`src/hw/rtl/tti_pkg.sv`:
```
`timescale 1ns / 1ps
// ----------------------------------------------------------------------------
// tti_pkg: shared types and constants for the time table interpolator
// Table geometry, item formats, result codes and the command/status
// bundles between the controller and the datapath.
// ----------------------------------------------------------------------------
package tti_pkg;

    // Table geometry
    localparam int DEPTH   = 1024;
    localparam int ADDR_W  = $clog2(DEPTH);
    localparam int CNT_W   = $clog2(DEPTH + 1);

    // Field widths
    localparam int STAMP_W = 32;
    localparam int VALUE_W = 32;

    // Product of a 33-bit magnitude and a 32-bit time delta
    localparam int PROD_W    = VALUE_W + 1 + STAMP_W;
    localparam int DIV_STEPS = PROD_W;
    localparam int DIV_CNT_W = $clog2(DIV_STEPS);

    // Interpolation sum: value plus a quotient clamped to 2^34
    localparam int QUO_W = 35;
    localparam int SUM_W = 36;

    typedef enum logic [1:0] {
        OP_CLEAR  = 2'd0,
        OP_APPEND = 2'd1,
        OP_HOLD   = 2'd2,
        OP_INTERP = 2'd3
    } t_op;

    typedef enum logic [1:0] {
        ST_OK    = 2'd0,
        ST_EMPTY = 2'd1,
        ST_FULL  = 2'd2,
        ST_SAT   = 2'd3
    } t_status;

    typedef struct packed {
        t_op                        op;
        logic        [STAMP_W-1:0]  stamp;
        logic signed [VALUE_W-1:0]  sample;
    } t_in_item;

    typedef struct packed {
        logic signed [VALUE_W-1:0]  value;
        t_status                    status;
    } t_out_item;

    // Source of the result loaded into the result register
    typedef enum logic [2:0] {
        RES_NONE   = 3'd0,
        RES_EMPTY  = 3'd1,
        RES_FULL   = 3'd2,
        RES_HOLD   = 3'd3,
        RES_INTERP = 3'd4
    } t_res_sel;

    typedef struct packed {
        logic     latch;
        logic     clear;
        logic     append;
        logic     rd_first;
        logic     scan_start;
        logic     scan;
        logic     fetch0;
        logic     fetch1;
        logic     fetch2;
        logic     mul;
        logic     add;
        logic     div_step;
        logic     set_res;
        t_res_sel res_sel;
        logic     load_out;
    } t_dp_cmd;

    typedef struct packed {
        logic op_append;
        logic op_clear;
        logic op_interp;
        logic count_zero;
        logic count_one;
        logic full;
        logic below;
        logic scan_go;
        logic tail;
        logic ds_zero;
        logic div_last;
        logic out_free;
    } t_dp_status;

endpackage

```
`src/hw/rtl/tti_ctrl.sv`:
```
`timescale 1ns / 1ps
// ----------------------------------------------------------------------------
// tti_ctrl: sequencer for the time table interpolator
// Walks one item through decode, linear scan, entry fetch, multiply,
// divide and result hand-off to the output register.
// ----------------------------------------------------------------------------
module tti_ctrl (
    input  logic                i_clk,
    input  logic                i_rst_n,
    input  logic                i_valid,
    output logic                o_stall,
    input  tti_pkg::t_dp_status i_status,
    output tti_pkg::t_dp_cmd    o_cmd
);

    import tti_pkg::*;

    typedef enum logic [11:0] {
        S_IDLE   = 12'b0000_0000_0001,
        S_DECODE = 12'b0000_0000_0010,
        S_FIRST  = 12'b0000_0000_0100,
        S_SCAN   = 12'b0000_0000_1000,
        S_FETCH0 = 12'b0000_0001_0000,
        S_FETCH1 = 12'b0000_0010_0000,
        S_FETCH2 = 12'b0000_0100_0000,
        S_MUL    = 12'b0000_1000_0000,
        S_ADD    = 12'b0001_0000_0000,
        S_DIV    = 12'b0010_0000_0000,
        S_FINISH = 12'b0100_0000_0000,
        S_DONE   = 12'b1000_0000_0000
    } t_state;

    t_state r_state;
    t_state n_state;

    // State register
    always_ff @(posedge i_clk) begin
        if (!i_rst_n) begin
            r_state <= S_IDLE;
        end else begin
            r_state <= n_state;
        end
    end

    assign o_stall = r_state != S_IDLE;

    // Next state and commands
    always_comb begin
        n_state = r_state;
        o_cmd   = '0;
        unique case (r_state)
            S_IDLE: begin
                if (i_valid) begin
                    o_cmd.latch = 1'b1;
                    n_state     = S_DECODE;
                end
            end
            S_DECODE: begin
                if (i_status.op_clear) begin
                    o_cmd.clear   = 1'b1;
                    o_cmd.set_res = 1'b1;
                    o_cmd.res_sel = RES_NONE;
                    n_state       = S_DONE;
                end else if (i_status.op_append) begin
                    o_cmd.set_res = 1'b1;
                    if (i_status.full) begin
                        o_cmd.res_sel = RES_FULL;
                    end else begin
                        o_cmd.append  = 1'b1;
                        o_cmd.res_sel = RES_NONE;
                    end
                    n_state = S_DONE;
                end else if (i_status.count_zero) begin
                    o_cmd.set_res = 1'b1;
                    o_cmd.res_sel = RES_EMPTY;
                    n_state       = S_DONE;
                end else begin
                    o_cmd.rd_first = 1'b1;
                    n_state        = S_FIRST;
                end
            end
            S_FIRST: begin
                if (i_status.below) begin
                    o_cmd.set_res = 1'b1;
                    o_cmd.res_sel = RES_EMPTY;
                    n_state       = S_DONE;
                end else begin
                    o_cmd.scan_start = 1'b1;
                    n_state = i_status.count_one ? S_FETCH0 : S_SCAN;
                end
            end
            S_SCAN: begin
                o_cmd.scan = 1'b1;
                if (!i_status.scan_go) begin
                    n_state = S_FETCH0;
                end
            end
            S_FETCH0: begin
                o_cmd.fetch0 = 1'b1;
                n_state      = S_FETCH1;
            end
            S_FETCH1: begin
                o_cmd.fetch1 = 1'b1;
                n_state      = S_FETCH2;
            end
            S_FETCH2: begin
                o_cmd.fetch2 = 1'b1;
                if (!i_status.op_interp || i_status.tail) begin
                    o_cmd.set_res = 1'b1;
                    o_cmd.res_sel = RES_HOLD;
                    n_state       = S_DONE;
                end else begin
                    n_state = S_MUL;
                end
            end
            S_MUL: begin
                if (i_status.ds_zero) begin
                    o_cmd.set_res = 1'b1;
                    o_cmd.res_sel = RES_HOLD;
                    n_state       = S_DONE;
                end else begin
                    o_cmd.mul = 1'b1;
                    n_state   = S_ADD;
                end
            end
            S_ADD: begin
                o_cmd.add = 1'b1;
                n_state   = S_DIV;
            end
            S_DIV: begin
                o_cmd.div_step = 1'b1;
                if (i_status.div_last) begin
                    n_state = S_FINISH;
                end
            end
            S_FINISH: begin
                o_cmd.set_res = 1'b1;
                o_cmd.res_sel = RES_INTERP;
                n_state       = S_DONE;
            end
            S_DONE: begin
                if (i_status.out_free) begin
                    o_cmd.load_out = 1'b1;
                    n_state        = S_IDLE;
                end
            end
            default: begin
                n_state = S_IDLE;
            end
        endcase
    end

endmodule

```
`config.mk`:
```
export PLATFORM = sky130hd
export DESIGN_NAME = tti_ctrl
export DESIGN_NICKNAME = d
export VERILOG_FILES = /design/src/hw/rtl/tti_pkg.sv /design/src/hw/rtl/tti_ctrl.sv
export SDC_FILE = /design/constraint.sdc
export NUM_CORES = 1
export LEC_CHECK = 0
export BUFFER_PORTS_ARGS = -buffer_cell sky130_fd_sc_hd__buf_2
export CAP_MARGIN = 25
export CORE_UTILIZATION = 43
export CTS_CLUSTER_SIZE = 16
export DETAILED_ROUTE_END_ITERATION = 16
export PLACE_DENSITY = 0.76
export SETUP_SLACK_MARGIN = 0.5
export SYNTH_ARGS = -nofsm -noshare
export SYNTH_HDL_FRONTEND = slang
export SYNTH_SLANG_ARGS = --single-unit
```
`constraint.sdc`:
```
create_clock -name i_clk -period 1.7 [get_ports i_clk]
set_clock_uncertainty 0.2 [all_clocks]
set_input_delay 0.085 -clock i_clk [delete_from_list [all_inputs] [get_ports i_clk]]
set_output_delay 0.085 -clock i_clk [all_outputs]
set_load 0.005 [all_outputs]
```
==> reports/qor.csv, run 1 <==
metric,value,unit
synth_area_per_cell,8.71,µm²
worst_endpoint,o_cmd[14],
synth-async-reset-ratio,0,%
lastStage,global routing (5_1_grt),
netlist_instances,102,
routabilityCongestion,0.850,
io_buffer_count,32,
htreeDepth,1,
synth-edff-count,0,
ios,33,
ys_seq_area_share,27.0,%
place_inst,185,
die_w,47.5,µm
synth_fa_ha_area_share,0,%
placementRows,16,
yosys.area_share.simple,52.0,%
overflow,63,
netlist_area,888,µm²
clk_path_buf_depth,2,
ys_ff_latch,12,
ctsRootBufferMaster,clkbuf_4,
synth_fp_nets,117,
synth_compound_area_share,13.4,%
synth-xor-area-share,1.97,%
error,[ERROR GRT-0232] Routing congestion too high. Check the congestion heatmap in the GUI.,
dpl.hpwl,2.27,mm
yosys_warnings,0,
synthMuxAreaShare,0,%
outcome,stopped before the end,
endpoint_type,primary output,
track_usage,76.9,%
ys.flop_type,dfxtp_1,
synth_cell_types,37,
grt_start_max_net_pins,10,
die_h,47.5,µm
synth_top_family_by_area,simple AND/OR/NAND/NOR gates,
clock_sink_count,12,
cts_made_buffers,3,
placed_cell_area,1310,µm²
start_util,45.7,%
## metrics by stage
| step | TNS [ns] | setup WS [ns] | hold WS (ns) | utilization, % |
|---|---|---|---|---|
| 2_1_floorplan | -0.957 | -0.128 | -0.0365 | - |
| 3_3_place_gp | -0.373 | -0.146 | 0.0990 | 67.5 |
| 3_5_place_dp | -0.530 | -0.164 | 0.101 | 67.5 |
| 4_1_cts | -3.51 | -0.266 | -0.0477 | 81.8 |
## logic make-up after synthesis
group / Yosys count
compound gates: 16
xor+xnor: 2
buf+inv: 11
flops: 12
simple gates: 61
## repair_timing
action / 4_1_cts
hold buffers: 7
hold endpoints to repair: 9
setup buffers: 10
resized for setup: 24
setup endpoints to repair: 30
pin swaps: 7
## Yosys cell counts (4+ instances only)
cell type  number  area share [%]
nor3_1          6             3.4
nand3_1         6             3.4
inv_1           8             3.4
dfxtp_1        12              27
nor2b_1         4             2.8
nand4_1         5             3.5
nor4b_1         8             7.9
nor2_1          6             2.5
o31ai_1         4             3.4
## per-layer routing
layer	track usage, %	overflow
met5	12.5	0
met4	103	35
met3	49.4	0
met2	99.2	27
met1	70.4	1
==> inputs of run 2 (changes only) <==
--- a/config.mk
+++ b/config.mk
@@ -7,11 +7,10 @@
 export LEC_CHECK = 0
 export BUFFER_PORTS_ARGS = -buffer_cell sky130_fd_sc_hd__buf_2
 export CAP_MARGIN = 25
-export CORE_UTILIZATION = 43
-export CTS_CLUSTER_SIZE = 16
+export CORE_AREA = 2 2 63 65
 export DETAILED_ROUTE_END_ITERATION = 16
-export PLACE_DENSITY = 0.76
-export SETUP_SLACK_MARGIN = 0.5
+export DIE_AREA = 0 0 65 67
+export PLACE_DENSITY_LB_ADDON = 0.15
 export SYNTH_ARGS = -nofsm -noshare
 export SYNTH_HDL_FRONTEND = slang
 export SYNTH_SLANG_ARGS = --single-unit
==> constraint.sdc (replaced) <==
create_clock -name i_clk -period 2.2 [get_ports i_clk]
set_clock_uncertainty 0.2 [all_clocks]
set_input_delay 0.11 -clock i_clk [delete_from_list [all_inputs] [get_ports i_clk]]
set_output_delay 0.11 -clock i_clk [all_outputs]
set_load 0.005 [all_outputs]
==> run 2 against run 1 <==
Against the previous run:
- the run now ends clean
- area after synthesis unchanged
- synthesized cell count is the same
==> reports/qor.csv, run 2 <==
metric,value,unit,change
outcome,"complete, no violations",,was stopped before the end
die_h,67,µm,was 47.5 µm
synth_area_leaders,"dfxtp_1, nor4b_1, nor4_4",,unchanged
largest_register_ffs,12,,
route.vias.total,985,,
setup_violations,0,,
drive_gt1_share,38.3,%,
clock_sink_count,12,,unchanged
finalNonFillerCells,197,,
nets,165,,
yosysMostFrequentCell,dfxtp_1,,unchanged
tightest_slew,0.419,ns,
track_usage,13.2,%,
leakage,0.575,nW,
placementRows,22,,was 16
drcViolationCount,0,,
critPathMaxFanout,6,,
finalWorstSetupSlack,0.0719,ns,
regMostFlops,r_state,,
antenna_cells,0,,
ys_ff_latch,12,,unchanged
clk_path_buf_depth,2,,unchanged
via_per_inst,5.00,,
grt_pass1_vias,906,,
core_region_area,3610,µm²,
cp-end-kind,output port,,
die_w,65,µm,was 47.5 µm
yosysTopAreaCell,dfxtp_1,,unchanged
arrival,1.82,ns,
synth_commonest_cells,"dfxtp_1, inv_1, nor4b_1",,unchanged
dr.pass1.iters,4,,
ant_nets,0,,
final_common_cell,buf_2,,
syn_to_final_growth,45.4,%,
grt_start_max_net_pins,11,,
clkSlewWorstSetupHoldPaths,0.06,ns,
synth_cell_types,37,,unchanged
synth-async-reset-ratio,0,%,unchanged
slew_headroom,71.7,%,
cts_made_buffers,3,,unchanged
die-area,4360,µm²,
grt_pass1_wl,4.39,mm,
wl,2.61,mm,
hold_viol_final,0,,
required,1.89,ns,
fmax,470,MHz,
fin_crit_sh,96.7,%,
power_density,446,nW/µm²,
criticalPathCategory,reg -> out,,
grt_antenna_before_repair,0,,
routabilityCongestion,0.820,,was 0.850
ys.flop_type,dfxtp_1,,unchanged
ys_seq_area_share,27.0,%,unchanged
dpl.hpwl,2.09,mm,was 2.27 mm
synth_area_per_cell,8.71,µm²,unchanged
hold_path.class,in -> reg,,
synth_fp_nets,117,,unchanged
netlist_area,888,µm²,unchanged
drv_cap,0,,
netlist_instances,102,,unchanged
drt-wirelength-per-cell,13.2,µm,
place_inst,184,,was 185
vdd.ir_drop.worst,137,µV,
pre_cts_slack,0.258,ns,was -0.164 ns
worstSetupStartpointType,flip-flop,,
synth-edff-count,0,,unchanged
overflow,0,,
clk_latency,0.24,ns,
io_buffer_count,32,,unchanged
final_cell_mix,"buf_2, dfxtp_1, inv_1, dlygate4sd3_1",,
synth_top_area_share,27.0,%,unchanged
first_iter_violations,61,,
start_util,24.6,%,was 45.7%
largestRegisters,r_state x12,,
drv_slew,0,,
post-route-min-period,2.13,ns,
cts_tree,yes,,
ctsRootBufferMaster,clkbuf_8,,was clkbuf_4
ios,33,,unchanged
htreeDepth,1,,unchanged
yosys_warnings,0,,unchanged
[run 2: cell counts after synthesis]
No cell type changed its count.
[run 2: area by class of cell]
type,count,area (µm²)
fillers,392,2310
repair buffers,45,282
multi-input cells,79,618
flip-flops and latches,12,243
well taps,48,60.1
inverters,9,33.8
clock buffers,4,55.1
[run 2: report_power, final]
part	internal (mW)	leakage, nW	switching (mW)
combinational	0.0482	0.448	0.0548
clock	0.158	0.0288	0.0856
sequential	0.222	0.0981	0.00719
total	0.428	0.575	0.148
[run 2: worst paths after layout]
check	startpoint	end	slack [ns]	cells past startpoint
worst max register to register	r_state[5]$_SDFFE_PN0P_	r_state[4]$_SDFFE_PN0P_	0.28	5
worst min-delay path	i_status[1]	r_state[9]$_SDFFE_PN0P_	0.007	3
worst min register to register	r_state[7]$_SDFFE_PN0P_	r_state[8]$_SDFFE_PN0P_	0.43	2
worst max-delay path	r_state[10]$_SDFFE_PN0P_	o_cmd[1]	0.07	5
[run 2: metrics by stage]
stage | cell area, µm² | utilization, % | hold WS (ns) | setup TNS [ns] | power [mW]
5_1_grt | 1290 | 35.8 | 0.0153 | -0.00523 | 0.605
3_3_place_gp | 1120 | 31.1 | 0.116 | 0 | 0.324
3_5_place_dp | 1120 | 31.1 | 0.118 | 0 | 0.324
4_1_cts | 1260 | 35.0 | 0.00994 | 0 | 0.581
6_report | 1290 | 35.8 | 0.00688 | 0 | 0.576
2_1_floorplan | 888 | - | -0.0129 | 0 | 0.281
[run 2: logic make-up (layout without fill, tap and decap cells)]
family / after synthesis / count (layout) / synth area share (%)
xor+xnor: 2 / 2 / 1.97
flops: 12 / 12 / 27.0
buf+inv: 11 / 58 / 5.63
compound gates: 16 / 16 / 13.4
simple gates: 61 / 61 / 52.0
[run 2: what timing repair did]
item / in CTS / in global routing
hold endpoints to repair: 7 / 0
buffers inserted: 0 / 1
pin swaps: 0 / 1
gates resized for setup: 1 / 6
endpoints found under the setup margin: 1 / 5
hold buffers: 8 / 0
[run 2: critical path, stage by stage (launching register included)]
cell and delay [ns]:
dfxtp_2 0.35, nor4_4 0.37, buf_4 0.22, nand4_1 0.19, o41ai_1 0.28, buf_2 0.16
[run 2: per-layer routing]
| metal | global-route usage, % | up-vias | share of wire [%] |
|---|---|---|---|
| met3 | 2.20 | 2 | 4.4 |
| met5 | 0 | - | 0 |
| met4 | 4.79 | 0 | 1.1 |
| met1 | 18.0 | 468 | 48 |
| li1 | - | 489 | - |
| met2 | 20.7 | 26 | 47 |
No activity file was read; power rests on OpenSTA's default activity.
==> inputs of run 3 (changes only) <==
==> constraint.sdc (replaced) <==
create_clock -name i_clk -period 2.6 [get_ports i_clk]
set_clock_uncertainty 0.2 [all_clocks]
set_input_delay 0.13 -clock i_clk [delete_from_list [all_inputs] [get_ports i_clk]]
set_output_delay 0.13 -clock i_clk [all_outputs]
set_load 0.005 [all_outputs]
==> run 3 against run 2 <==
Against the previous run:
- sequential share of layout area up 0.12 points
- core utilization shrank 0.59 points
- final area is 1.6% lower
- worst setup slack improved by 0.25 ns
==> reports/qor.csv, run 3 (same netlist as run 2, synthesis figures left out) <==
metric,value,unit,change
holdWs,0.0342,ns,was 0.00688 ns
fillCellCount,389,,was 392
drv_slew,0,,unchanged
cp-startpoint,r_state[6]$_SDFFE_PN0P_,,was r_state[10]$_SDFFE_PN0P_
outcome,"complete, no violations",,unchanged
cts_tree,yes,,unchanged
start_util,24.6,%,unchanged
grt_antenna_before_repair,0,,unchanged
ios,33,,unchanged
hold_viol_final,0,,unchanged
critPathMaxFanout,6,,unchanged
drive_gt1_share,35.3,%,was 38.3%
cts_resized,0,,was 1
drv_cap,0,,unchanged
post-route-min-period,2.28,ns,
largestRegisters,r_state x12,,unchanged
syn_to_final_growth,43.0,%,was 45.4%
die-area,4360,µm²,unchanged
track_usage,12.2,%,was 13.2%
htreeDepth,1,,unchanged
final_cell_mix,"buf_2, dfxtp_1, nor4b_1, inv_1",,"was buf_2, dfxtp_1, inv_1, dlygate4sd3_1"
slew_headroom,70.2,%,was 71.7%
clk_latency,0.24,ns,about the same
drcViolationCount,0,,unchanged
hold_path.class,in -> reg,,unchanged
grt_setup_unrepaired,no,,
fmax,439,MHz,
setup_tns,0,ns,unchanged
clk_path_buf_depth,2,,unchanged
dpl.hpwl,1.98,mm,was 2.09 mm
die_h,67,µm,unchanged
ctsRootBufferMaster,clkbuf_8,,unchanged
route.vias.total,998,,was 985
r2r_cells,6,,was 5
vdd.ir_drop.worst,127,µV,was 137 µV
routabilityCongestion,0.796,,was 0.820
overflow,0,,unchanged
nets,166,,was 165
placementRows,22,,unchanged
final_common_cell,buf_2,,unchanged
via_per_inst,5.04,,was 5.00
worstSetupStartpointType,flip-flop,,unchanged
required,2.59,ns,was 1.89 ns
regMostFlops,r_state,,unchanged
clock_sink_count,12,,unchanged
r2r-start,r_state[6]$_SDFFE_PN0P_,,was r_state[5]$_SDFFE_PN0P_
grt_start_max_net_pins,11,,unchanged
criticalPathCategory,reg -> reg,,was reg -> out
largest_register_ffs,12,,unchanged
grt_pass1_vias,891,,was 906
first_iter_violations,61,,unchanged
io_buffer_count,32,,unchanged
ant_nets,0,,unchanged
tightest_slew,0.440,ns,was 0.419 ns
clkSlewWorstSetupHoldPaths,0.06,ns,about the same
drt-wirelength-per-cell,12.9,µm,was 13.2 µm
antenna_cells,0,,unchanged
rrSetupSlack,0.32,ns,was 0.28 ns
core_region_area,3610,µm²,unchanged
fin_crit_sh,87.7,%,
arrival,2.27,ns,was 1.82 ns
cp-end-kind,flip-flop,,was output port
dr.pass1.iters,4,,unchanged
cts_made_buffers,3,,unchanged
wl,2.56,mm,was 2.61 mm
reg2reg_to,r_state[3]$_SDFFE_PN0P_,,was r_state[4]$_SDFFE_PN0P_
grt_pass1_wl,4.21,mm,was 4.39 mm
leakage,0.573,nW,was 0.575 nW
power_density,383,nW/µm²,was 446 nW/µm²
crit_path_end,r_state[3]$_SDFFE_PN0P_,,was o_cmd[1]
setup_violations,0,,unchanged
die_w,65,µm,unchanged
[run 3: where the power goes]
| group | total (mW) | switching (mW) | internal [mW] |
|---|---|---|---|
| combinational | 0.0842 | 0.0454 | 0.0388 |
| clock | 0.208 | 0.0743 | 0.134 |
| sequential | 0.193 | 0.00579 | 0.188 |
[run 3: area by class of cell]
| cell class | count | area (µm²) | area share [%] |
|---|---|---|---|
| flip-flops and latches | 12 | 240 | 18.9 |
| clock buffers | 4 | 55.1 | 4.33 |
| inverters | 9 | 33.8 | 2.66 |
| well taps | 48 | 60.1 | 4.73 |
| repair buffers | 46 | 283 | 22.3 |
| multi-input cells | 79 | 598 | 47.1 |
[run 3: through the flow]
stage | util (%) | total power, mW | setup slack, ns | cell area [µm²] | std cells
2_1_floorplan | - | 0.238 | 0.750 | 888 | 102
3_3_place_gp | 30.5 | 0.273 | 0.589 | 1100 | 181
3_5_place_dp | 30.5 | 0.272 | 0.524 | 1100 | 181
4_1_cts | 34.0 | 0.487 | 0.0841 | 1220 | 192
5_1_grt | 35.2 | 0.506 | 0.203 | 1270 | 198
6_report | 35.2 | 0.486 | 0.320 | 1270 | 198
[run 3: how the worst min path moves through the flow]
stage | startpoint | to | cells after the start
2_1_floorplan | i_status[2] | r_state[8]$_SDFFE_PN0P_ | 1
3_3_place_gp | i_status[2] | r_state[8]$_SDFFE_PN0P_ | 2
3_5_place_dp | i_status[2] | r_state[8]$_SDFFE_PN0P_ | 2
4_1_cts | i_status[1] | r_state[9]$_SDFFE_PN0P_ | 3
5_1_grt | i_status[1] | r_state[9]$_SDFFE_PN0P_ | 3
6_report | i_status[8] | r_state[2]$_SDFFE_PN0P_ | 3
[run 3: what timing repair did]
action | CTS | global route
buffers inserted | 0 | 6
endpoints found under the hold margin | 6 | 0
hold buffers | 7 | 0
setup endpoints to repair | 0 | 1
[run 3: per-layer routing]
layer,wire length (µm),up-vias,track usage [%]
met5,0,-,0
met4,27,0,4.79
met1,1260,483,17.3
met3,94,2,1.52
li1,-,491,-
met2,1180,22,18.8
[run 3: worst max-delay path, cell delays in order, from the launching register on]
cell and delay [ns]:
dfxtp_1 0.40, nor4_4 0.28, buf_4 0.20, nand4_4 0.13
or3_1 0.34, a21oi_1 0.13, dlygate4sd3_1 0.55
==> inputs of run 4 (changes only) <==
--- a/config.mk
+++ b/config.mk
@@ -10,7 +10,7 @@
 export CORE_AREA = 2 2 63 65
 export DETAILED_ROUTE_END_ITERATION = 16
 export DIE_AREA = 0 0 65 67
-export PLACE_DENSITY_LB_ADDON = 0.15
+export PLACE_DENSITY = 0.49
 export SYNTH_ARGS = -nofsm -noshare
 export SYNTH_HDL_FRONTEND = slang
 export SYNTH_SLANG_ARGS = --single-unit
==> run 4 against run 3 <==
Against the previous run:
- sequential power is essentially flat
- core utilization shrank 0.83 points
- non-clock buffer count shrank 4
- final area shrank 2.4%
- fmax shrank 8.1%
- combinational power shrank 0.8%
- register-to-register slack lost 0.20 ns
- hold slack lost 0.0058 ns
- clock-buffer cell count is the same
- critical endpoint unchanged
==> reports/qor.csv, run 4 (same netlist as run 2, synthesis figures left out) <==
metric,value,unit,change
critPathMaxFanout,8,,was 6
via_per_inst,5.01,,was 5.04
clk_path_buf_depth,2,,unchanged
setup_tns,0,ns,unchanged
post-route-util,34.4,%,was 35.2%
drt-wirelength-per-cell,13.8,µm,was 12.9 µm
critPathSlowestCell,nor4_4,,was dlygate4sd3_1
drive_gt1_share,33.6,%,was 35.3%
overflow,0,,unchanged
dpl.hpwl,2.08,mm,was 1.98 mm
core_region_area,3610,µm²,unchanged
clock_sink_count,12,,unchanged
cp-end-kind,flip-flop,,unchanged
place_inst,181,,unchanged
fin_crit_sh,95.4,%,was 87.7%
leakage,0.556,nW,was 0.573 nW
hold_viol_final,0,,unchanged
antenna_cells,0,,unchanged
start_util,24.6,%,unchanged
drcViolationCount,0,,unchanged
outcome,"complete, no violations",,unchanged
hold_path.class,in -> reg,,unchanged
syn_to_final_growth,39.6,%,was 43.0%
ios,33,,unchanged
vdd.ir_drop.worst,140,µV,was 127 µV
grt_start_max_net_pins,11,,unchanged
fmax,403,MHz,was 439 MHz
arrival,2.47,ns,was 2.27 ns
first_iter_violations,55,,was 61
regMostFlops,r_state,,unchanged
finalNonFillerCells,194,,was 198
final_common_cell,buf_2,,unchanged
die_h,67,µm,unchanged
route.vias.total,971,,was 998
grt_antenna_before_repair,0,,unchanged
tightest_slew,0.613,ns,was 0.440 ns
die-area,4360,µm²,unchanged
io_buffer_count,32,,unchanged
grt_pass1_wl,4.33,mm,was 4.21 mm
dr.pass1.iters,4,,unchanged
crit_chain,nor4_4 -> nand4_4 -> or3_1 -> a21oi_1 -> dlygate4sd3_1,,was nor4_4 -> buf_4 -> nand4_4 -> or3_1 -> a21oi_1 -> dlygate4sd3_1
holdWs,0.0283,ns,was 0.0342 ns
nets,162,,was 166
slew_headroom,58.9,%,was 70.2%
htreeDepth,1,,unchanged
post-route-min-period,2.48,ns,was 2.28 ns
ctsRootBufferMaster,clkbuf_8,,unchanged
clkSlewWorstSetupHoldPaths,0.06,ns,about the same
cpPeakStageDelay,0.61,ns,was 0.55 ns
setup_violations,0,,unchanged
die_w,65,µm,unchanged
criticalPathCategory,reg -> reg,,unchanged
track_usage,13.1,%,was 12.2%
drv_slew,0,,unchanged
cts_made_buffers,3,,unchanged
largest_register_ffs,12,,unchanged
ant_nets,0,,unchanged
finalPower,0.485,mW,was 0.486 mW
wl,2.67,mm,was 2.56 mm
drv_cap,0,,unchanged
clk_latency,0.24,ns,about the same
worstSetupStartpointType,flip-flop,,unchanged
grt_pass1_vias,945,,was 891
largestRegisters,r_state x12,,unchanged
final_cell_mix,"buf_2, dfxtp_1, nor4b_1, inv_1, dlygate4sd3_1",,"was buf_2, dfxtp_1, nor4b_1, inv_1"
cts_tree,yes,,unchanged
required,2.59,ns,about the same
power_density,391,nW/µm²,was 383 nW/µm²
routabilityCongestion,0.753,,was 0.796
placementRows,22,,unchanged
grt_setup_unrepaired,no,,unchanged
-- run 4: cell types whose count changed in the layout (fill, tap and decap cells not counted), sizes merged --
cell  previous run  this run
buf             39        35
-- run 4: final timing paths --
path	start	cells after the start	slack [ns]	end
max	r_state[11]$_SDFFE_PN0P_	5	0.12	r_state[3]$_SDFFE_PN0P_
min	i_status[1]	3	0.03	r_state[9]$_SDFFE_PN0P_
max reg2reg	r_state[11]$_SDFFE_PN0P_	5	0.12	r_state[3]$_SDFFE_PN0P_
min reg2reg	r_state[7]$_SDFFE_PN0P_	2	0.42	r_state[8]$_SDFFE_PN0P_
-- run 4: cell type report --
class | instances | area (µm²)
Multi-Input combinational cell | 79 | 598
Sequential cell | 12 | 240
Timing Repair Buffer | 42 | 253
Clock buffer | 4 | 55.1
Fill cell | 384 | 2370
Inverter | 9 | 33.8
Tap cell | 48 | 60.1
-- run 4: timing repair --
action,CTS,global route
hold buffers,7,0
hold endpoints to repair,6,0
buffers inserted,0,2
endpoints found under the setup margin,0,1
resized for setup,0,0
-- run 4: routing by layer --
| metal | global-route usage [%] | wire length, µm | up-vias |
|---|---|---|---|
| met5 | 0 | 0 | - |
| met4 | 3.99 | 29 | 0 |
| met3 | 3.21 | 86 | 2 |
| met2 | 24.1 | 1360 | 17 |
| met1 | 14.7 | 1190 | 468 |
| li1 | - | - | 484 |
-- run 4: through the flow --
stage | setup WS (ns) | area, µm²
after floorplan | 0.750 | 888
after global placement | 0.511 | 1100
after detailed placement | 0.439 | 1100
after CTS | 0.0968 | 1220
after global routing | 0.0256 | 1240
final | 0.119 | 1240
-- run 4: power breakdown --
group	leakage [nW]	switching (mW)	total, mW	internal [mW]
sequential	0.0971	0.00614	0.194	0.188
clock	0.0288	0.0735	0.207	0.134
combinational	0.430	0.0459	0.0835	0.0376
-- run 4: critical path, delay by kind of cell, from the launching register on --
kind | cells | cell delay [ns]
AOI/OAI and AO/OA | 1 | 0.13
DFF | 1 | 0.36
and+or+nand+nor | 3 | 1.17
buffers and inverters | 1 | 0.56
